**src/rtl/ftt_pkg.sv**
```systemverilog
// ---------------------------------------------------------------------------
// ftt_pkg: shared types and constants of the twiddle table generator
// Holds the CORDIC arctangent table, fixed Q30 constants, the CSR register
// indexes and the struct passed from cell to cell.
// ---------------------------------------------------------------------------
`default_nettype none
package ftt_pkg;

   localparam int CORDIC_ITERS = 30;
   localparam int ZW           = 33;   // angle accumulator width, Q2.30 signed
   localparam int XW           = 33;   // x/y datapath width, Q30 signed

   localparam logic signed [XW-1:0] Q30_ONE  = 33'sd1073741824;
   localparam logic signed [XW-1:0] Q30_GAIN = 33'sd652032874;
   localparam logic [31:0]          Q30_HALF_PI = 32'd1686629713;

   // register indexes
   localparam logic [0:0] CSR_SIZE_LOG2 = 1'd0;
   localparam logic [0:0] CSR_MODE      = 1'd1;

   // result source selection
   localparam logic [1:0] SEL_ZERO = 2'd0;
   localparam logic [1:0] SEL_COS  = 2'd1;
   localparam logic [1:0] SEL_SIN  = 2'd2;

   // control carried alongside the datapath
   typedef struct packed {
      logic       valid;     // a transfer occupies this cell
      logic       idx_ok;    // index inside table
      logic       zero_ang;  // angle zero: exact cos 1, sin 0
      logic [1:0] sel;       // which output to take
      logic       half;      // apply 0.5 factor
   } ctl_type;

   typedef struct packed {
      ctl_type                  ctl;
      logic signed [XW-1:0]     x;
      logic signed [XW-1:0]     y;
      logic signed [ZW-1:0]     z;
   } cell_type;

   // atan(2^-i) in Q30, rounded to nearest
   function automatic logic signed [ZW-1:0] atan_q30(input logic [4:0] i);
      logic signed [ZW-1:0] r;
      case (i)
         5'd0:  r = 33'sd843314857;
         5'd1:  r = 33'sd497837829;
         5'd2:  r = 33'sd263043837;
         5'd3:  r = 33'sd133525159;
         5'd4:  r = 33'sd67021687;
         5'd5:  r = 33'sd33543516;
         5'd6:  r = 33'sd16775851;
         5'd7:  r = 33'sd8388437;
         5'd8:  r = 33'sd4194283;
         5'd9:  r = 33'sd2097149;
         5'd10: r = 33'sd1048576;
         5'd11: r = 33'sd524288;
         5'd12: r = 33'sd262144;
         5'd13: r = 33'sd131072;
         5'd14: r = 33'sd65536;
         5'd15: r = 33'sd32768;
         5'd16: r = 33'sd16384;
         5'd17: r = 33'sd8192;
         5'd18: r = 33'sd4096;
         5'd19: r = 33'sd2048;
         5'd20: r = 33'sd1024;
         5'd21: r = 33'sd512;
         5'd22: r = 33'sd256;
         5'd23: r = 33'sd128;
         5'd24: r = 33'sd64;
         5'd25: r = 33'sd32;
         5'd26: r = 33'sd16;
         5'd27: r = 33'sd8;
         5'd28: r = 33'sd4;
         5'd29: r = 33'sd2;
         default: r = '0;
      endcase
      return r;
   endfunction

endpackage
`default_nettype wire

```
**src/rtl/ftt_index_decode.sv**
```systemverilog
// ---------------------------------------------------------------------------
// ftt_index_decode: table index to CORDIC start vector
// Splits the index into twiddle and cosine parts, forms the quarter-turn
// phase, scales it to Q2.30 radians and registers the start of the chain.
// ---------------------------------------------------------------------------
`default_nettype none
module ftt_index_decode
   import ftt_pkg::*;
#(
   parameter int MAX_SIZE_LOG2 = 16
) (
   input  wire logic        clock,
   input  wire logic        reset,
   input  wire logic        start,
   input  wire logic [16:0] index,
   input  wire logic [4:0]  size_log2,
   input  wire logic        mode,
   output cell_type         cell_out
);

   localparam logic [4:0] MAX_L = 5'(MAX_SIZE_LOG2);

   logic [4:0]  l_eff;
   logic [4:0]  nc_log2;
   logic [20:0] nw, nc, nch, k, kk;
   logic [16:0] p, e, q;
   logic [32:0] phase;
   logic        ok, zero_ang, half;
   logic [1:0]  sel;
   logic [64:0] prod;
   logic [32:0] zrad;
   cell_type    s0_ff;
   cell_type    s1_ff, s1_in;
   logic [32:0] phase_ff;

   // clamp the size and derive table bounds
   always_comb begin
      l_eff = size_log2;
      if (l_eff < 5'd2) l_eff = 5'd2;
      if (l_eff > MAX_L) l_eff = MAX_L;
      nw      = 21'd1 << (l_eff - 5'd2);
      nc_log2 = mode ? l_eff : (l_eff - 5'd2);
      nc      = 21'd1 << nc_log2;
      nch     = nc >> 1;
      q       = 17'(nw >> 2);
      k       = {4'd0, index} - nw;
      kk      = nc - k;
      p       = 17'(index >> 1);
      e       = '0;
      // reverse p over (L-3) bits
      for (int b = 0; b < 17; b++) begin
         if (5'(b) < l_eff - 5'd3) e[5'(l_eff - 5'd4) - 5'(b)] = p[b];
      end
   end

   // pick phase and output selection
   always_comb begin
      ok = ({4'd0, index} < nw + nc);
      phase = '0;
      sel = SEL_ZERO;
      half = 1'b0;
      if (!ok) begin
         sel = SEL_ZERO;
      end else if ({4'd0, index} < nw) begin
         if (nw > 21'd2) begin
            sel = index[0] ? SEL_SIN : SEL_COS;
            if (e <= q) phase = 33'(e) << (6'd35 - 6'(l_eff));
            else        phase = 33'(e - q) << (6'd36 - 6'(l_eff));
         end
      end else if (nc > 21'd1) begin
         if (k == 21'd0) begin
            sel = SEL_COS; phase = 33'd1 << 31;
         end else if (k == nch) begin
            sel = SEL_COS; half = 1'b1; phase = 33'd1 << 31;
         end else if (k < nch) begin
            sel = SEL_COS; half = 1'b1; phase = 33'(k) << (6'd32 - 6'(nc_log2));
         end else begin
            sel = SEL_SIN; half = 1'b1; phase = 33'(kk) << (6'd32 - 6'(nc_log2));
         end
      end
      zero_ang = (phase == 33'd0);
   end

   // register decoded phase
   always_ff @(posedge clock) begin
      if (reset) begin
         s0_ff.ctl.valid <= 1'b0;
      end else begin
         s0_ff.ctl.valid <= start;
      end
      s0_ff.ctl.idx_ok   <= ok;
      s0_ff.ctl.zero_ang <= zero_ang;
      s0_ff.ctl.sel      <= sel;
      s0_ff.ctl.half     <= half;
      s0_ff.x            <= '0;
      s0_ff.y            <= '0;
      s0_ff.z            <= '0;
      phase_ff           <= phase;
   end

   // scale phase to radians: one 33x32 multiply
   assign prod = {32'd0, phase_ff} * {33'd0, Q30_HALF_PI} + (65'd1 << 31);
   assign zrad = prod[64:32];

   always_comb begin
      s1_in   = s0_ff;
      s1_in.x = Q30_GAIN;
      s1_in.y = '0;
      s1_in.z = $signed(zrad);
      if (reset) begin
         s1_in.ctl.valid = 1'b0;
      end
   end

   always_ff @(posedge clock) begin
      s1_ff <= s1_in;
   end

   assign cell_out = s1_ff;

endmodule
`default_nettype wire

```
**config.mk**
```make
export PLATFORM = sky130hd
export DESIGN_NAME = ftt_index_decode
export DESIGN_NICKNAME = d
export VERILOG_FILES = /design/src/rtl/ftt_pkg.sv /design/src/rtl/ftt_index_decode.sv
export SDC_FILE = /design/constraint.sdc
export NUM_CORES = 1
export LEC_CHECK = 0
export BUFFER_PORTS_ARGS = -buffer_cell sky130_fd_sc_hd__buf_2
export CORE_UTILIZATION = 25
export CTS_CLUSTER_SIZE = 30
export DETAILED_ROUTE_END_ITERATION = 7
export HOLD_SLACK_MARGIN = 0.05
export PLACE_DENSITY = 0.37
export SLEW_MARGIN = 5
export SYNTH_ARGS = -nofsm -noshare
export SYNTH_HDL_FRONTEND = slang
export SYNTH_SLANG_ARGS = --single-unit
```
**constraint.sdc**
```tcl
create_clock -name clock -period 30.1 [get_ports clock]
set_clock_uncertainty 0.2 [all_clocks]
set_input_delay 1.505 -clock clock [delete_from_list [all_inputs] [get_ports clock]]
set_output_delay 1.505 -clock clock [all_outputs]
set_load 0.01 [all_outputs]
```
; ---- Word level (Yosys, flattened, before mapping)
; Cells that the tools add are included.
[word_totals]
in_bits = 26
regBits = 78
output_inout_bits = 105
elab_cells = 216
[op_classes]
n_eq_ne = 1
shift = 6
mux = 85
bitwise = 5
reduce_logical = 20
n_mul = 1
order_cmp = 59
addsub = 27
[op_table]
columns = cell, n
row1 = $mux 17, 17
row2 = $mux 33, 8
row3 = $bwmux 17, 15
row4 = $lt 5x6->1 const B, 17
row5 = $demux 1 s5, 17
row6 = $ge 5x1->1 const B, 17
row7 = $shl 21x6->33, 2
row8 = $add 64x32->65 const B, 1
row9 = $mul 33x31->64 const B, 1
row10 = $lt 17x21->1, 2
row11 = $shl 1x5->21 const A, 2
row12 = $lt 4x5->1 const A, 8
row13 = $sub 5x4->5 const B, 8
row14 = $and 17x17->17, 2
row15 = $logic_not 33->1, 1
row16 = $shl 17x6->33, 1
row17 = $shl 33x6->33, 1
row18 = $sub 5x3->5 const B, 5
row19 = $add 21x21->21, 1
row20 = $eq 21x20->1, 1
row21 = $gt 21x1->1 const B, 1
row22 = $gt 21x2->1 const B, 1
row23 = $logic_not 21->1, 1
row24 = $lt 21x20->1, 1
row25 = other kinds (21), 73

; ---- Logic depth before layout (Yosys ltp)
[logic_depth]
depth_word = 50
ltp_mapped = 43
mapped_depth_nobuf = 34

; ---- Least setup slack after synthesis
; No wires, ideal clock.
[synth_path]
path_kind = input -> register
from = in size_log2[3]
to = reg s0_ff[102] (netlist bit)
t_required_ns = 29.812
stages = 39
arrival_ns = 10.593
n_path_buf = 10
setup_ns = 0.088
slack_ns = 19.219
path_cell_list = nor3_2 -> nor2_1 -> inv_2 -> buf_1 -> clkbuf_1 -> clkbuf_1 -> buf_1 -> ha_1 -> clkbuf_1 -> clkbuf_1 -> clkbuf_1 -> clkbuf_1 -> nand3_1 -> ha_1 -> buf_2 -> nor3_1 -> or3_1 -> a21oi_1 -> [... 3 more ...] -> inv_1 -> ha_1 -> nand3_1 -> nor3_1 -> o21ai_0 -> a31oi_1 -> or2_2 -> clkbuf_1 -> nor4_1 -> a211oi_1 -> a21oi_1 -> mux4_2 -> mux2i_1 -> o22ai_1 -> a22o_1 -> and3_1 -> or4_1 -> nor4_2
[synth_between]
elab_chain_len = 50
elab_cells_between_ends = 191
cone_classes = 26 x add/sub / 59 x order compare / 1 x eq/ne / 6 x shift / 77 x mux / 3 x bitwise / 19 x reduce/logical
[synth_lines]
columns = item, line
row1 = start: declaration, ftt_index_decode.sv:16  ; input wire logic [4:0] size_log2,
row2 = $lt 5x2->1, ftt_index_decode.sv:39  ; if (l_eff < 5'd2) l_eff = 5'd2;
row3 = $mux 5 *, ftt_index_decode.sv:39
row4 = $gt 5x5->1, ftt_index_decode.sv:40  ; if (l_eff > MAX_L) l_eff = MAX_L;
row5 = $mux 5 *, ftt_index_decode.sv:40
row6 = branches (longest 44 deep; another with $lt 5x6->1), --
row7 = $mux 33 *, ftt_index_decode.sv:62  ; if (!ok) begin
row8 = net phase[28], ftt_index_decode.sv:27  ; logic [32:0] phase;
row9 = $logic_not 33->1 *, ftt_index_decode.sv:81  ; zero_ang = (phase == 33'd0);
row10 = net zero_ang, ftt_index_decode.sv:28  ; logic ok, zero_ang, half;
row11 = end: declaration, ftt_index_decode.sv:32  ; cell_type s0_ff;
; Mark *: on every way through the listed nets, which the timed path passes.
; A chain may end at the register's enable or synchronous reset.

; ---- Final worst setup path
[layout_path]
from = in size_log2[4]
to = reg s0_ff[102] (netlist bit)
[layout_between]
elab_chain_len = 50
elab_cells_between_ends = 191
cone_classes = 26 x add/sub / 59 x order compare / 1 x eq/ne / 6 x shift / 77 x mux / 3 x bitwise / 19 x reduce/logical
[layout_lines]
columns = item, line
row1 = $lt 5x2->1, ftt_index_decode.sv:39
row2 = $mux 5 *, ftt_index_decode.sv:39
row3 = $gt 5x5->1, ftt_index_decode.sv:40
row4 = $mux 5 *, ftt_index_decode.sv:40
row5 = branches (longest 44 deep; another with $lt 5x6->1), --
row6 = $mux 33 *, ftt_index_decode.sv:62
row7 = $logic_not 33->1 *, ftt_index_decode.sv:81
row8 = net zero_ang, ftt_index_decode.sv:28
; Marks and branches as above.

==> out/results.ini <==
[status]
status = finished, final reports clean

[place]
placed_cell_area_mm2 = 0.0379
placed_cells = 6220
portBuffers = 64
gp_congestion = 1.01
dp_hpwl_mm = 141

[clocking]
clk_pin_slew_ns = 0.06
clkSinkCount = 78
clock_latency_ns = 0.40
cts_setup_buffers = 0
h-tree-depth = 3
root_buffer = clkbuf_16
cts_resized = 0
max-clock-path-buffers = 2
postCtsHoldBufs = 0
cts_made_buffers = 9
cts_tree = done

[pwr]
switching_share = 0.561
power.density_mw_per_mm2 = 133
comb_power_share = 0.931
power.total_w = 0.00508
pwr-share-seq = 0.045
pwr-share-clk = 0.023
ir_drop_uv = 212
intPower_w = 0.00223
power.leakage_nw = 18.1
switchingPower_w = 0.00285

[synthesis]
ys_seq_elements = 78
synthDistinctLibCells = 120
yosys-top-cells-area = fa_1 21%, ha_1 18%, inv_1 6.1%
avgSynthCellArea_um2 = 8.13
async_flop_share = 0
synthCells = 4371
synth_top_area_frac = 0.213
synthFlopType = dfxtp_1
yosysTopAreaCell = fa_1
synthTopCellsByCount = 574 x inv_1, 507 x ha_1, 378 x fa_1, 275 x nand2_1, 263 x nor2_1
yosysSeqAreaShare = 0.0439
yosysMostFrequentCell = inv_1
yosys_warnings = 0
syn_area_mm2 = 0.0355
synth_edf_count = 0

[final_layout]
final_area_mm2 = 0.0382
fillCellCount = 15600
utilization = 0.272
area_growth_pct = 7.48
instances_no_fill = 6237
drive_gt1_frac = 0.0752
nets = 5266

[floorplanning]
die_w_um = 379
initial_core_util = 0.253
chipHeight_um = 379
placementRows = 137
core-area_mm2 = 0.140
dieArea_mm2 = 0.144
pin_count = 131

[worst_setup_path]
cp_slowest_cell = nor2_1
cp_max_fo = 75
required_ns = 30.21
crit_start = size_log2[4]
setup.worst_path.start_class = input port
cp_top_family = compound AO/OA/AOI/OAI gates
r2r-start = phase_ff[15]
critPathMaxStageDelay_ns = 0.79
worstPathArrival_ns = 12.62
worst-path-buf-inv = 7
worstSetupEndpointType = flop
crit_type = input port to flop

[timing]
slew_headroom = 0.0608
slew_viol_final = 0
fmax_ghz = 0.0799
hold_violations = 0
rsz0062_at_grt = false
fin_crit_ns = 12.51
min_period_over_period = 0.416
fin_tns_setup_ns = 0
setup_violations = 0
tightestPinTransition_ns = 1.40

[route]
vias_per_cell = 5.53
routedWlPerCell_um = 27.3
wirelength_mm = 170
firstDrtPassIters = 6
drc = 0
vias = 34500
ant_nets = 0
drtIter0Drc = 3842

[grt]
grt_util_all_layers = 0.234
antenna_found_initial = 7
grt-ovfl-total = 0
grt_start_max_net_pins = 76
grt_pass1_vias = 34100
grt_pass1_wl_mm = 245

[flow_run]
maxCapViolCount = 0

[min_path]
worstHoldStart = s0_ff[99]
hp-class = flop to flop

## sequential cells by signal (all words and copies together), names as in the netlist
register / flops
cell_out: 39
phase_ff: 33
s0_ff: 6
## layout make-up
cell class              instances  area [um2]  share of cell area
diodes                          1        2.50           0.0000655
clock buffers                  12         246             0.00645
clock inverters                 4        55.1             0.00144
inverters                     583        2190              0.0573
multi-input cells            3527       30800               0.806
flip-flops and latches         78        1560              0.0409
well taps                    1876        2350              0.0615
repair buffers                156        1010              0.0265
## through the flow
step / hold slack [ns] / setup WS [ns]
final: 0.128 / 17.59
after global routing: 0.139 / 17.15
after global placement: 0.116 / 17.73
after floorplan: 0.110 / 19.22
after CTS: 0.131 / 17.87
after detailed placement: 0.115 / 17.46
## path summary, 6_finish.rpt
check,slack [ns],to,cells after the start
worst max-delay path,17.59,s0_ff[102],35
worst min-delay path,0.13,cell_out[99],0
worst max register to register,19.45,cell_out[31],29
worst min register to register,0.13,cell_out[99],0
## routing by layer
metal,track usage,up-vias,part of all wire
met2,0.360,1470,0.44
met1,0.319,17100,0.45
met5,0,-,0.00015
met4,0.103,4,0.048
met3,0.0357,318,0.065
li1,-,15600,-
## power by group through the flow
stage	registers, W	clock network, W	logic [W]
floorplan	0.000240	0	0.00343
global placement	0.000236	0	0.00486
detailed placement	0.000237	0	0.00477
CTS	0.000235	0.000126	0.00485
global route	0.000238	0.000128	0.00544
finish	0.000231	0.000118	0.00473
## cell usage in the layout (no fill, tap or decap), types with 21 or more instances in the layout
cell | Yosys | layout
o21ai_0 | 184 | 184
a211o_1 | 27 | 27
nor3_1 | 134 | 133
conb_1 | 2 | 66
a21oi_1 | 197 | 197
or3_1 | 38 | 38
o31ai_1 | 26 | 26
o22ai_1 | 34 | 34
ha_1 | 507 | 501
nor2_1 | 263 | 262
o21ai_1 | 23 | 23
and2_1 | 38 | 38
mux2i_1 | 70 | 70
nand2_1 | 275 | 275
a31oi_1 | 48 | 48
o21a_1 | 42 | 42
nor2b_1 | 45 | 44
buf_4 | 75 | 92
a221oi_1 | 26 | 26
nand2b_1 | 26 | 26
o221ai_1 | 21 | 21
inv_1 | 574 | 574
nor4_1 | 38 | 38
buf_2 | 41 | 64
a211oi_1 | 63 | 63
o211ai_1 | 72 | 72
xnor2_1 | 71 | 67
nand3_1 | 163 | 163
dfxtp_1 | 78 | 78
and3_1 | 35 | 35
o2111ai_1 | 22 | 22
o32ai_1 | 22 | 22
xor2_1 | 33 | 33
fa_1 | 378 | 378
mux2_2 | 29 | 29
nand4_1 | 50 | 50
a21o_1 | 55 | 55
## logic make-up after synthesis
kind of cell | Yosys count | synth area share
flops | 78 | 0.0439
other cells | 2 | 0.000211
mux | 114 | 0.0380
fa+ha+maj | 885 | 0.392
buf+inv | 830 | 0.0987
simple gates | 1211 | 0.170
xor+xnor | 107 | 0.0270
compound gates | 1144 | 0.231
No activity file was read; power rests on OpenSTA's default activity.
