$ cat src/rtl/ftt_pkg.sv
// ---------------------------------------------------------------------------
// ftt_pkg: shared types and constants of the twiddle table generator
// Holds the CORDIC arctangent table, fixed Q30 constants, the CSR register
// indexes and the struct passed from cell to cell.
// ---------------------------------------------------------------------------
`default_nettype none
package ftt_pkg;

   localparam int CORDIC_ITERS = 30;
   localparam int ZW           = 33;   // angle accumulator width, Q2.30 signed
   localparam int XW           = 33;   // x/y datapath width, Q30 signed

   localparam logic signed [XW-1:0] Q30_ONE  = 33'sd1073741824;
   localparam logic signed [XW-1:0] Q30_GAIN = 33'sd652032874;
   localparam logic [31:0]          Q30_HALF_PI = 32'd1686629713;

   // register indexes
   localparam logic [0:0] CSR_SIZE_LOG2 = 1'd0;
   localparam logic [0:0] CSR_MODE      = 1'd1;

   // result source selection
   localparam logic [1:0] SEL_ZERO = 2'd0;
   localparam logic [1:0] SEL_COS  = 2'd1;
   localparam logic [1:0] SEL_SIN  = 2'd2;

   // control carried alongside the datapath
   typedef struct packed {
      logic       valid;     // a transfer occupies this cell
      logic       idx_ok;    // index inside table
      logic       zero_ang;  // angle zero: exact cos 1, sin 0
      logic [1:0] sel;       // which output to take
      logic       half;      // apply 0.5 factor
   } ctl_type;

   typedef struct packed {
      ctl_type                  ctl;
      logic signed [XW-1:0]     x;
      logic signed [XW-1:0]     y;
      logic signed [ZW-1:0]     z;
   } cell_type;

   // atan(2^-i) in Q30, rounded to nearest
   function automatic logic signed [ZW-1:0] atan_q30(input logic [4:0] i);
      logic signed [ZW-1:0] r;
      case (i)
         5'd0:  r = 33'sd843314857;
         5'd1:  r = 33'sd497837829;
         5'd2:  r = 33'sd263043837;
         5'd3:  r = 33'sd133525159;
         5'd4:  r = 33'sd67021687;
         5'd5:  r = 33'sd33543516;
         5'd6:  r = 33'sd16775851;
         5'd7:  r = 33'sd8388437;
         5'd8:  r = 33'sd4194283;
         5'd9:  r = 33'sd2097149;
         5'd10: r = 33'sd1048576;
         5'd11: r = 33'sd524288;
         5'd12: r = 33'sd262144;
         5'd13: r = 33'sd131072;
         5'd14: r = 33'sd65536;
         5'd15: r = 33'sd32768;
         5'd16: r = 33'sd16384;
         5'd17: r = 33'sd8192;
         5'd18: r = 33'sd4096;
         5'd19: r = 33'sd2048;
         5'd20: r = 33'sd1024;
         5'd21: r = 33'sd512;
         5'd22: r = 33'sd256;
         5'd23: r = 33'sd128;
         5'd24: r = 33'sd64;
         5'd25: r = 33'sd32;
         5'd26: r = 33'sd16;
         5'd27: r = 33'sd8;
         5'd28: r = 33'sd4;
         5'd29: r = 33'sd2;
         default: r = '0;
      endcase
      return r;
   endfunction

endpackage
`default_nettype wire

$ cat src/rtl/ftt_cordic_cell.sv
// ---------------------------------------------------------------------------
// ftt_cordic_cell: one CORDIC rotation step
// Rotates the vector by +/- atan(2^-STAGE) and registers the result for
// the next cell of the chain.
// ---------------------------------------------------------------------------
`default_nettype none
module ftt_cordic_cell
   import ftt_pkg::*;
#(
   parameter int STAGE = 0
) (
   input  wire logic     clock,
   input  wire logic     reset,
   input  wire cell_type cell_in,
   output cell_type      cell_out
);

   localparam logic [4:0] STAGE_IDX = 5'(STAGE);
   localparam logic signed [ZW-1:0] ANG = atan_q30(STAGE_IDX);

   cell_type cell_ff, cell_in_d;
   logic signed [XW-1:0] dx, dy;

   // arithmetic shift rounds toward minus infinity
   assign dx = cell_in.y >>> STAGE;
   assign dy = cell_in.x >>> STAGE;

   // rotate toward zero residual angle; drop the transfer under reset
   always_comb begin
      cell_in_d = cell_in;
      if (!cell_in.z[ZW-1]) begin
         cell_in_d.x = cell_in.x - dx;
         cell_in_d.y = cell_in.y + dy;
         cell_in_d.z = cell_in.z - ANG;
      end else begin
         cell_in_d.x = cell_in.x + dx;
         cell_in_d.y = cell_in.y - dy;
         cell_in_d.z = cell_in.z + ANG;
      end
      if (reset) begin
         cell_in_d.ctl.valid = 1'b0;
      end
   end

   // hand the step to the neighbor
   always_ff @(posedge clock) begin
      cell_ff <= cell_in_d;
   end

   assign cell_out = cell_ff;

endmodule
`default_nettype wire

$ cat config.mk
export PLATFORM = sky130hd
export DESIGN_NAME = ftt_cordic_cell
export DESIGN_NICKNAME = d
export VERILOG_FILES = /design/src/rtl/ftt_pkg.sv /design/src/rtl/ftt_cordic_cell.sv
export SDC_FILE = /design/constraint.sdc
export NUM_CORES = 1
export LEC_CHECK = 0
export ABC_CLOCK_PERIOD_IN_PS = 11500
export BUFFER_PORTS_ARGS = -buffer_cell sky130_fd_sc_hd__buf_2
export CORE_MARGIN = 10
export CORE_UTILIZATION = 55
export CTS_BUF_LIST = sky130_fd_sc_hd__clkbuf_4
export DETAILED_ROUTE_END_ITERATION = 8
export PLACE_DENSITY = 0.84
export SLEW_MARGIN = 20
export SYNTH_ARGS = -nofsm -noshare
export SYNTH_HDL_FRONTEND = slang
export SYNTH_SLANG_ARGS = --single-unit
$ cat constraint.sdc
create_clock -name clock -period 11.5 [get_ports clock]
set_input_delay 2.875 -clock clock [delete_from_list [all_inputs] [get_ports clock]]
set_output_delay 2.875 -clock clock [all_outputs]
set_load 0.05 [all_outputs]
After elaboration in Yosys (flattened, before gate mapping)
Cells that the tools add are included.
{ "classes": {"addsub": 5, "n_mux": 1} }
{ "ops": {"columns": ["operator", "count"], "rows": [
  ["$mux 99", 1],
  ["$sub 33x33->33", 2],
  ["$add 33x31->33 const B", 1],
  ["$add 33x33->33", 1],
  ["$sub 33x31->33 const B", 1]
]} }
{ "word_totals": {"ff_bits": 105, "in_bits": 107, "output_inout_bits": 105, "wordCells": 14} }

Longest topological paths before layout
Gate-level depths: netlist of run 1.
{ "depth": {"ltp_word": 2, "mapped_depth": 13, "depth_no_buf": 12} }

Worst setup path after synthesis of run 1
No wires, ideal clock.
{ "synth_timing": {"path_kind": "input port to flip-flop", "startpoint": "input port cell_in[32] (netlist bit)", "endpoint": "register cell_ff, in the netlist cell_out[29]", "setup_ns": 0.072, "t_arrival_ns": 5.984, "required_ns": 11.428, "setup_slack_ns": 5.444, "cell_stages": 13, "path_buffers": 2, "cell_sequence": "clkinv_1 > clkbuf_1 > buf_1 > ha_1 > a21o_1 > a21o_1 > a21o_1 > a221oi_1 > o31ai_1 > a21oi_2 > o21ai_1 > a221oi_2 > xnor2_1"} }
{ "synth_rtl": {"columns": ["element", "line_no", "text"], "rows": [
  ["start, declared", "ftt_cordic_cell.sv:14", "input wire cell_type cell_in,"],
  ["end signal, assigned", "ftt_cordic_cell.sv:47", "cell_ff <= cell_in_d;"],
  ["end, declared", "ftt_cordic_cell.sv:21", "cell_type cell_ff, cell_in_d;"]
]} }

==> Flow_metrics.wiki, run 1 <==
{| class="wikitable"
! Metric !! Value
|-
| WP buf/inv || 2
|-
| Total power per unit cell area || 140 nW/um^2
|-
| Buffers inserted by post-CTS timing repair || 0
|-
| Number of buffers inserted for hold repair after clock tree synthesis || 0
|-
| Commonest cells after routing, fill and taps aside || 211 x buf_2, 131 x a21oi_1, 127 x ha_1, 104 x dfxtp_1, 101 x inv_1
|-
| Post-CTS sizing || 0
|-
| Highest attainable clock frequency || 176 MHz
|-
| Share of the yosys chip area belonging to registers || between 20% and 30%
|-
| Standby leakage power || a little over 5 nW
|-
| Hold Crit Start || cell_in[102]
|-
| Max incr delay on CP || between 0.7 and 0.8 ns
|-
| Combinational power share || 55.3%
|-
| M1 GR Usage || 30.5%
|-
| Switching portion of total power || around half
|-
| Total routed wirelength || between 20,000 and 30,000 um
|-
| Element type at the critical path end || flip-flop
|-
| CTS buffer count || 9
|-
| Routing usage on met2 || about two fifths
|-
| Floorplan die area || around 23,000 um^2
|-
| Cell family with most CP delay || compound AO/OA/AOI/OAI gates
|-
| Critical Path, Cell by Cell || buf_2, buf_4, ha_1, a21o_1, o21bai_1, nand2b_1, a21oi_1, a211o_1, o21ai_1, o21ai_1, a2111oi_0, or3_1
|-
| Final hold slack || 2.48 ns
|-
| Source of the critical timing path || cell_in[32]
|-
| Routing layer with the top usage in global route || met2
|-
| Class of the most critical hold timing path || input pin to flip-flop
|-
| TritonCTS clock tree || built
|-
| Vias/cell || a little under 6
|-
| Grt ovf || 0
|-
| Max Cap Viol || 0
|-
| Area growth from synthesis to layout || 13.5%
|-
| Via count of the first global-routing pass || ~8,800
|-
| Maximum fanout along the worst path || 79
|-
| Library cell contributing the largest single delay on the critical path || buf_4
|-
| Cell at the root of the clock tree || clkbuf_4
|-
| Rel. slew slack || 41.5%
|-
| Unrepaired setup endpoints after global routing || false
|-
| Number of enable-type register cells in the synthesized netlist || 0
|-
| Number of nets in the layout || between 1,500 and 2,000
|-
| Logic depth of the worst path, buffers included || 12
|-
| Flops & latches, synth || 104
|-
| Final weighted congestion in routability-driven placement || 0.947
|-
| Pin count of the biggest net entering global routing || 80
|-
| # port buffers || 211
|-
| Via count of the routed design || 9,307
|-
| CTS sink count || 104
|-
| Max reg flops || ~100
|-
| Count of cell types in the netlist || 82
|-
| Cell with the most instances on the worst path || o21ai_1
|-
| Total global-route track usage || 24.0%
|-
| Initial Utilization || 56.3%
|-
| Max rail drop VDD || 0.0971 mV
|-
| I/O pin count || approximately 210
|-
| Share of total power in the clock network || 13.4%
|-
| Startpoint type of the worst setup path || input pin
|-
| Number of antenna violations at the first check in global routing || 3
|-
| Count of H-tree levels built during CTS || 3
|-
| Switching power of the nets || 0.000748 W
|-
| Horizontal die dimension || 151 um
|-
| Category of the most critical setup path || input pin to flip-flop
|-
| Share of post-route cells with drive strength above 1 || between 10% and 20%
|-
| Bufs on Longest Clock Path || 2
|-
| Final Setup Violations || 0
|-
| Average footprint of a synthesized cell || 7.92 um^2
|-
| Required time of the critical path || around 12 ns
|-
| Power share of the sequential group || 31.3%
|-
| Met3 Resource Use GR || 4.86%
|-
| Count of routing violations after the opening detailed-route iteration || 897
|-
| Register clock-pin slew on the reported worst setup and hold paths || 0.16 ns
|-
| Wire length of the first global-routing pass || 44,600 um
|-
| Final Max Slew Viols || 0
|-
| Mapped Area || approximately 9400 um^2
|-
| Number of iterations in the first detailed-routing pass || 5
|-
| Count of unresolved DRC violations after routing || 0
|-
| Number of core rows || 47
|-
| Transition at the pin with the smallest max-transition slack || 0.877 ns
|-
| Final clock period utilization by the worst path || 49.5%
|-
| Number of warning messages in the yosys log || 0
|-
| Most common cell after layout, fill and taps aside || buf_2
|-
| Number of fillers in the final layout || 1,511
|-
| Floorplan core area || 16,600 um^2
|-
| Die span in y || 151 um
|-
| Synth async-reset ratio || 0%
|-
| Sum of net half-perimeters after detailed placement || 23,000 um
|-
| Worst Path Arrival || 6.13 ns
|-
| Remaining antenna violation count after routing || 0
|-
| Crit path time final || 5.69 ns
|-
| Post-Synthesis Net Count || 1,422
|-
| Destination of the critical timing path || cell_out[32]$_DFF_P_
|-
| Result of the run || completed
|-
| Final hold viol count || 0
|-
| Most common flop cell mapped by yosys || dfxtp_1
|-
| Number of instances in the synthesized netlist || 1,184
|-
| Internal Dissipation || 0.000745 W
|-
| Summed negative setup slack over all endpoints || 0 ns
|-
| WL/cell || 18.2 um
|}
## per-stage QoR
step                      setup WS (ns)  total power (W)  util (%)  cell area (um^2)  instances
after floorplan                    5.44          0.00109         -              9380       1184
after global placement             5.52          0.00129      63.1             10500       1566
after detailed placement           5.39          0.00129      63.1             10500       1566
after CTS                          5.92          0.00149      63.9             10600       1582
after global routing               5.50          0.00157      63.9             10600       1585
final                              5.81          0.00149      64.0             10600       1586
## Yosys cell counts (9+ instances only)
cell,number,area share (%)
o31ai_1,11,0.88
a211oi_1,11,0.88
a21oi_1,131,7.0
ha_1,127,17
nand3_1,15,0.80
nand2b_1,13,0.87
a21o_1,34,2.7
o21bai_1,20,1.6
o21a_1,15,1.2
o21ai_1,12,0.64
mux2i_1,15,1.6
o21ai_0,58,3.1
clkbuf_1,29,1.2
nor2_1,93,3.7
nand2_1,73,2.9
nor2b_1,18,1.2
inv_1,101,4.0
and2_1,10,0.67
o211ai_1,9,0.72
xor2_1,15,1.4
a31oi_1,12,0.80
xnor2_1,78,7.3
nor3_1,17,0.91
nand4_1,11,0.73
dfxtp_1,104,22
## power by group through the flow
stage	combinational (W)	clock (W)	sequential, W
floorplan	0.000328	0	0.000762
global placement	0.000812	0	0.000473
detailed placement	0.000817	0	0.000475
CTS	0.000821	0.000206	0.000467
global route	0.000879	0.000217	0.000474
finish	0.000826	0.000201	0.000467
## logic make-up (layout without fill, tap and decap cells)
| group | count (synthesis) | after routing | synth area share [%] |
|---|---|---|---|
| compound gates | 388 | 388 | 27.5 |
| xor+xnor | 93 | 93 | 8.69 |
| fa+ha+maj | 131 | 131 | 17.8 |
| buf+inv | 158 | 336 | 6.71 |
| flops | 104 | 104 | 22.2 |
| mux | 15 | 15 | 1.60 |
| other cells | 0 | 4 | 0 |
| simple gates | 295 | 295 | 15.5 |
## worst min path at each step
stage	end	cells past startpoint
2_1_floorplan	cell_out[100]$_DFF_P_	0
3_3_place_gp	cell_out[101]$_DFF_P_	1
3_5_place_dp	cell_out[100]$_DFF_P_	1
4_1_cts	cell_out[100]$_DFF_P_	1
5_1_grt	cell_out[101]$_DFF_P_	1
6_report	cell_out[102]$_DFF_P_	1
## routing by layer
metal | vias up | routed length (um) | share of wire, %
met2 | 481 | 13300 | 46
met1 | 4260 | 12000 | 42
met4 | 0 | 658 | 2.3
met5 | - | 0 | 0
li1 | 4517 | - | -
met3 | 49 | 2850 | 9.9
## area by class of cell
type                            instances  area (um^2)  area share [%]
Clock inverter                          5         55.1           0.517
Antenna cell                            4         10.0          0.0941
Timing Repair Buffer                  213         1070            10.1
Sequential cell                       104         2080            19.6
Tap cell                              220          275            2.59
Clock buffer                           11         82.6           0.776
Inverter                              107          402            3.77
Multi-Input combinational cell        922         6670            62.6
Note: power is estimated with default switching activity, not from simulation.
==> run 2, diff against run 1 <==
- ABC_CLOCK_PERIOD_IN_PS: 11500 -> 5650
- clock period: 11.5 -> 5.65 ns (I/O delays scaled with it)
==> run 2 against run 1 <==
Net effect:
- critical path depth rose by 1
- clock power grew 110%
- combinational power rose by 100%
- setup slack lost 4.1 ns
- sequential power is 100% higher
- total power grew 100%
- sequential share of layout area about the same
- largest cell class unchanged
- highest routed layer unchanged
==> Flow_metrics.wiki, run 2 (synthesis results as in run 1) <==
{| class="wikitable"
! Metric !! Value
|-
| Via count of the first global-routing pass || 8,917 (was 8,820)
|-
| Switching portion of total power || 50.5% (was 50.1%)
|-
| Final weighted congestion in routability-driven placement || 1.01 (was 0.947)
|-
| Number of fillers in the final layout || 1,506 (was 1,511)
|-
| Floorplan core area || 16,600 um^2 (unchanged)
|-
| Number of core rows || 47 (unchanged)
|-
| Element type at the critical path end || flip-flop (unchanged)
|-
| Final Max Slew Viols || 0 (unchanged)
|-
| Share of post-route cells with drive strength above 1 || 19.6% (was 19.3%)
|-
| Cell family with most CP delay || compound AO/OA/AOI/OAI gates (unchanged)
|-
| Cell with the most instances on the worst path || a31oi_1 (was o21ai_1)
|-
| Result of the run || completed (unchanged)
|-
| Area growth from synthesis to layout || 13.7% (was 13.5%)
|-
| Commonest cells after routing, fill and taps aside || 211 x buf_2, 131 x a21oi_1, 127 x ha_1, 104 x dfxtp_1, 101 x inv_1 (unchanged)
|-
| WHS Path Cells || 1 (unchanged)
|-
| Total routed wirelength || 29,000 um (was 28,800 um)
|-
| Total power per unit cell area || 287 nW/um^2 (was 140 nW/um^2)
|-
| Startpoint type of the worst setup path || input pin (unchanged)
|-
| # port buffers || 211 (unchanged)
|-
| Maximum fanout along the worst path || 3 (was 79)
|-
| Register clock-pin slew on the reported worst setup and hold paths || 0.18 ns (was 0.16 ns)
|-
| Bufs on Longest Clock Path || 2 (unchanged)
|-
| Total global-route track usage || 24.5% (was 24.0%)
|-
| Summed negative setup slack over all endpoints || 0 ns (unchanged)
|-
| Wire length of the first global-routing pass || 45,700 um (was 44,600 um)
|-
| Count of unresolved DRC violations after routing || 0 (unchanged)
|-
| Share of total power in the clock network || 13.8% (was 13.4%)
|-
| Max Cap Viol || 0 (unchanged)
|-
| Cell at the root of the clock tree || clkbuf_4 (unchanged)
|-
| Required time of the critical path || 6.10 ns (was 11.93 ns)
|-
| Max reg flops || 104 (unchanged)
|-
| Pin count of the biggest net entering global routing || 50 (was 80)
|-
| Final hold slack || 0.994 ns (was 2.48 ns)
|-
| Library cell contributing the largest single delay on the critical path || fa_1 (was buf_4)
|-
| Count of H-tree levels built during CTS || 3 (unchanged)
|-
| CTS sink count || 104 (unchanged)
|-
| Final Setup Violations || 0 (unchanged)
|-
| Power share of the sequential group || 31.0% (was 31.3%)
|-
| Count of routing violations after the opening detailed-route iteration || 950 (was 897)
|-
| Combinational power share || 55.2% (was 55.3%)
|-
| Number of nets in the layout || 1,597 (was 1,595)
|-
| Unrepaired setup endpoints after global routing || false (unchanged)
|-
| WP buf/inv || 2 (unchanged)
|-
| WL/cell || 18.3 um (was 18.2 um)
|-
| Internal Dissipation || 0.00151 W (was 0.000745 W)
|-
| Max rail drop VDD || 0.173 mV (was 0.0971 mV)
|-
| Max incr delay on CP || 0.38 ns (was 0.73 ns)
|-
| Initial Utilization || 56.3% (unchanged)
|-
| Via count of the routed design || 9,241 (was 9,307)
|-
| Rel. slew slack || 59.3% (was 41.5%)
|-
| Floorplan die area || 22,700 um^2 (unchanged)
|-
| Final clock period utilization by the worst path || 69.4%
|-
| Transition at the pin with the smallest max-transition slack || 0.610 ns (was 0.877 ns)
|-
| Switching power of the nets || 0.00155 W (was 0.000748 W)
|-
| Remaining antenna violation count after routing || 0 (unchanged)
|-
| Vias/cell || 5.82 (was 5.87)
|-
| Number of iterations in the first detailed-routing pass || 6 (was 5)
|-
| Hold Crit Start || cell_in[102] (unchanged)
|-
| Most common cell after layout, fill and taps aside || buf_2 (unchanged)
|-
| TritonCTS clock tree || built (unchanged)
|-
| Grt ovf || 0 (unchanged)
|-
| Horizontal die dimension || 151 um (unchanged)
|-
| Buffers inserted by post-CTS timing repair || 0 (unchanged)
|-
| Hold path endpoint || cell_out[102]$_DFF_P_ (unchanged)
|-
| Number of buffers inserted for hold repair after clock tree synthesis || 0 (unchanged)
|-
| Highest attainable clock frequency || around 250 MHz
|-
| Worst Path Arrival || 4.37 ns (was 6.13 ns)
|-
| CTS buffer count || 9 (unchanged)
|-
| Crit path time final || 3.92 ns
|-
| Class of the most critical hold timing path || input pin to flip-flop (unchanged)
|-
| Die span in y || 151 um (unchanged)
|-
| Critical Path, Cell by Cell || buf_2, inv_1, ha_1, fa_1, or2b_1, a21oi_1, o2111ai_1, nand2_1, a31oi_1, a31oi_1, nor4b_1, nor4_1, xor2_1 (was buf_2, buf_4, ha_1, a21o_1, o21bai_1, nand2b_1, a21oi_1, a211o_1, o21ai_1, o21ai_1, a2111oi_0, or3_1)
|-
| Post-CTS sizing || 0 (unchanged)
|-
| Sum of net half-perimeters after detailed placement || 23,300 um (was 23,000 um)
|-
| Standby leakage power || 5.13 nW (was 5.12 nW)
|-
| Final hold viol count || 0 (unchanged)
|-
| Category of the most critical setup path || input pin to flip-flop (unchanged)
|-
| I/O pin count || 212 (unchanged)
|-
| Number of antenna violations at the first check in global routing || 2 (was 3)
|}
-- run 2: power by group through the flow --
| stage | clock [W] | combinational (W) | sequential [W] |
|---|---|---|---|
| 6_report | 0.000423 | 0.00169 | 0.000949 |
| 5_1_grt | 0.000456 | 0.00180 | 0.000965 |
| 2_1_floorplan | 0 | 0.000668 | 0.00155 |
| 3_3_place_gp | 0 | 0.00166 | 0.000962 |
| 4_1_cts | 0.000434 | 0.00168 | 0.000950 |
| 3_5_place_dp | 0 | 0.00167 | 0.000967 |
-- run 2: final cells by class --
class / count / area [um^2] / share of cell area [%]
multi-input cells: 922 / 6670 / 62.5
flip-flops and latches: 104 / 2080 / 19.5
repair buffers: 215 / 1090 / 10.2
inverters: 107 / 402 / 3.77
well taps: 220 / 275 / 2.58
clock buffers: 10 / 75.1 / 0.704
clock inverters: 6 / 65.1 / 0.610
diodes: 3 / 7.51 / 0.0704
-- run 2: through the flow --
stage | instance area [um^2] | util [%] | instances | worst slack, ns | total power (W)
final | 10700 | 64.0 | 1587 | 1.73 | 0.00306
after global routing | 10700 | 64.0 | 1586 | 1.59 | 0.00322
after CTS | 10700 | 64.0 | 1584 | 1.83 | 0.00306
after detailed placement | 10500 | 63.2 | 1568 | 1.29 | 0.00264
after global placement | 10500 | 63.2 | 1568 | 1.35 | 0.00262
after floorplan | 9380 | - | 1184 | 1.06 | 0.00222
-- run 2: per-layer routing --
| layer | vias to the layer above | GRT usage (%) | part of all wire [%] |
|---|---|---|---|
| li1 | 4500 | - | - |
| met1 | 4199 | 31.7 | 42 |
| met2 | 481 | 40.3 | 45 |
| met3 | 61 | 4.56 | 9.9 |
| met4 | 0 | 7.94 | 2.5 |
| met5 | - | 0 | 0 |
-- run 2: worst max-delay path by stage --
stage,startpoint,endpoint,cells past startpoint
after detailed placement,cell_in[32],cell_out[32]$_DFF_P_,12
after global placement,cell_in[32],cell_out[32]$_DFF_P_,11
final,cell_in[33],cell_out[63]$_DFF_P_,13
after global routing,cell_in[36],cell_out[91]$_DFF_P_,12
after floorplan,cell_in[32],cell_out[29]$_DFF_P_,13
after CTS,cell_in[36],cell_out[91]$_DFF_P_,12
==> run 3, diff against run 2 <==
- ABC_CLOCK_PERIOD_IN_PS: 5650 -> 3700
- clock period: 5.65 -> 3.7 ns (I/O delays scaled with it)
==> run 3 against run 2 <==
Net effect:
- setup slack got worse by 1.3 ns
- global-route usage rose by 0.56 points
- via count rose by 4.9%
- total power rose by 55%
- worst hold slack got worse by 0.47 ns
- critical path type unchanged
- largest power group unchanged
- highest routed layer unchanged
==> Flow_metrics.wiki, run 3 (synthesis results as in run 1) <==
{| class="wikitable"
! Metric !! Value
|-
| Result of the run || completed (unchanged)
|-
| CTS buffer count || 9 (unchanged)
|-
| Area growth from synthesis to layout || 18.7% (was 13.7%)
|-
| Library cell contributing the largest single delay on the critical path || o41ai_1 (was fa_1)
|-
| Class of the most critical hold timing path || input pin to flip-flop (unchanged)
|-
| Final clock period utilization by the worst path || 88.2%
|-
| Cell Area, Placed || 11,000 um^2 (was 10,500 um^2)
|-
| Final hold viol count || 0 (unchanged)
|-
| Cell at the root of the clock tree || clkbuf_4 (unchanged)
|-
| FF+latch area || 2080 um^2 (unchanged)
|-
| Register clock-pin slew on the reported worst setup and hold paths || 0.17 ns (was 0.18 ns)
|-
| Cell family with most CP delay || compound AO/OA/AOI/OAI gates (unchanged)
|-
| Wire length of the first global-routing pass || 46,700 um (was 45,700 um)
|-
| Final design instance area without fill || 11,100 um^2 (was 10,700 um^2)
|-
| Destination of the critical timing path || cell_out[97]$_DFF_P_ (was cell_out[63]$_DFF_P_)
|-
| Share of post-route cells with drive strength above 1 || 23.0% (was 19.6%)
|-
| Vias/cell || 5.87 (was 5.82)
|-
| Bufs on Longest Clock Path || 2 (unchanged)
|-
| Buffers inserted by post-CTS timing repair || 0 (unchanged)
|-
| Final Max Slew Viols || 0 (unchanged)
|-
| Initial Utilization || 56.3% (unchanged)
|-
| Count of unresolved DRC violations after routing || 0 (unchanged)
|-
| Count of H-tree levels built during CTS || 3 (unchanged)
|-
| Max incr delay on CP || 0.60 ns (was 0.38 ns)
|-
| Highest attainable clock frequency || 307 MHz
|-
| Die span in y || 151 um (unchanged)
|-
| Remaining antenna violation count after routing || 0 (unchanged)
|-
| Post-CTS sizing || 0 (unchanged)
|-
| Final worst slack || 0.438 ns (was 1.73 ns)
|-
| Sum of net half-perimeters after detailed placement || 24,400 um (was 23,300 um)
|-
| Number of fillers in the final layout || 1,411 (was 1,506)
|-
| Horizontal die dimension || 151 um (unchanged)
|-
| Max rail drop VDD || 0.322 mV (was 0.173 mV)
|-
| Number of buffers inserted for hold repair after clock tree synthesis || 0 (unchanged)
|-
| Number of nets in the layout || 1,660 (was 1,597)
|-
| Grt ovf || 0 (unchanged)
|-
| Crit path time final || 3.26 ns
|-
| Final Setup Violations || 0 (unchanged)
|-
| Floorplan core area || 16,600 um^2 (unchanged)
|-
| Final core utilization || 66.9% (was 64.0%)
|-
| Multi-input gate area || 6670 um^2 (unchanged)
|-
| Startpoint type of the worst setup path || input pin (unchanged)
|-
| Pin count of the biggest net entering global routing || 76 (was 50)
|-
| Total global-route track usage || 25.1% (was 24.5%)
|-
| I/O pin count || 212 (unchanged)
|-
| Number of iterations in the first detailed-routing pass || 7 (was 6)
|-
| Required time of the critical path || 4.07 ns (was 6.10 ns)
|-
| Post-Place Worst Slack || -0.0327 ns (was 1.29 ns)
|-
| Max reg flops || 104 (unchanged)
|-
| Standby leakage power || 5.43 nW (was 5.13 nW)
|-
| Final hold slack || 0.528 ns (was 0.994 ns)
|-
| WP buf/inv || 3 (was 2)
|-
| Maximum fanout along the worst path || 6 (was 3)
|-
| Unrepaired setup endpoints after global routing || false (unchanged)
|-
| TritonCTS clock tree || built (unchanged)
|-
| Final weighted congestion in routability-driven placement || 1.01 (about the same)
|-
| Element type at the critical path end || flip-flop (unchanged)
|-
| Transition at the pin with the smallest max-transition slack || 0.837 ns (was 0.610 ns)
|-
| Floorplan die area || 22,700 um^2 (unchanged)
|-
| # port buffers || 211 (unchanged)
|-
| Total power per unit cell area || 427 nW/um^2 (was 287 nW/um^2)
|-
| Category of the most critical setup path || input pin to flip-flop (unchanged)
|-
| Via count of the first global-routing pass || 9,262 (was 8,917)
|-
| Summed negative setup slack over all endpoints || 0 ns (unchanged)
|-
| Worst Path Arrival || 3.63 ns (was 4.37 ns)
|-
| Most common cell after layout, fill and taps aside || buf_2 (unchanged)
|-
| Commonest cells after routing, fill and taps aside || 211 x buf_2, 131 x a21oi_1, 127 x ha_1, 104 x dfxtp_1, 101 x inv_1 (unchanged)
|-
| Number of antenna violations at the first check in global routing || 3 (was 2)
|-
| Max Cap Viol || 0 (unchanged)
|-
| Logic depth of the worst path, buffers included || 11 (was 13)
|-
| Via count of the routed design || 9,693 (was 9,241)
|-
| Count of routing violations after the opening detailed-route iteration || 929 (was 950)
|-
| Rel. slew slack || 44.2% (was 59.3%)
|-
| Source of the critical timing path || cell_in[45] (was cell_in[33])
|-
| Number of core rows || 47 (unchanged)
|-
| CTS sink count || 104 (unchanged)
|-
| Hold Crit Start || cell_in[101] (was cell_in[102])
|-
| Total routed wirelength || 29,900 um (was 29,000 um)
|-
| Critical Path, Cell by Cell || buf_2, inv_1, ha_1, buf_4, a41oi_1, o21ai_0, a221oi_2, nor4_1, o41ai_1, a2bb2oi_2, xor2_1 (was buf_2, inv_1, ha_1, fa_1, or2b_1, a21oi_1, o2111ai_1, nand2_1, a31oi_1, a31oi_1, nor4b_1, nor4_1, xor2_1)
|-
| WL/cell || 18.1 um (was 18.3 um)
|}
## run 3: cell types whose count changed in the layout (fill, tap and decap cells not counted)
cell	delta
buf_4	+63
clkinv_1	+1
clkinv_2	-1
clkinvlp_4	-1
diode_2	+2
## run 3: worst min path at each step
stage	cells after the start	slack, ns	to
floorplan	0	0.95	cell_out[100]$_DFF_P_
global placement	1	1.03	cell_out[101]$_DFF_P_
detailed placement	1	1.03	cell_out[100]$_DFF_P_
CTS	1	0.49	cell_out[101]$_DFF_P_
global route	1	0.49	cell_out[102]$_DFF_P_
finish	1	0.53	cell_out[101]$_DFF_P_
## run 3: cell type report
| class | instances | area share [%] |
|---|---|---|
| tap | 220 | 2.47 |
| timing repair buffer | 278 | 14.0 |
| clock inverter | 5 | 0.506 |
| multi-input combinational | 922 | 59.9 |
| sequential | 104 | 18.7 |
| clock buffer | 10 | 0.675 |
| antenna | 5 | 0.112 |
| inverter | 107 | 3.61 |
## run 3: power breakdown
| group | internal [W] | leakage, nW | switching [W] |
|---|---|---|---|
| Sequential | 0.00137 | 0.877 | 0.0000749 |
| Clock | 0.000213 | 0.0747 | 0.000413 |
| Combinational | 0.000797 | 4.48 | 0.00188 |
## run 3: through the flow
stage               power [W]  cells
floorplan             0.00339   1184
global placement      0.00411   1631
detailed placement    0.00412   1631
CTS                   0.00475   1646
global route          0.00499   1649
finish                0.00475   1651
## run 3: layer usage
layer / wire [um] / part of all wire [%] / global-route usage (%)
met3: 3290 / 11 / 6.57
met2: 13600 / 46 / 40.8
met1: 12200 / 41 / 31.5
met4: 779 / 2.6 / 8.23
met5: 0 / 0 / 0
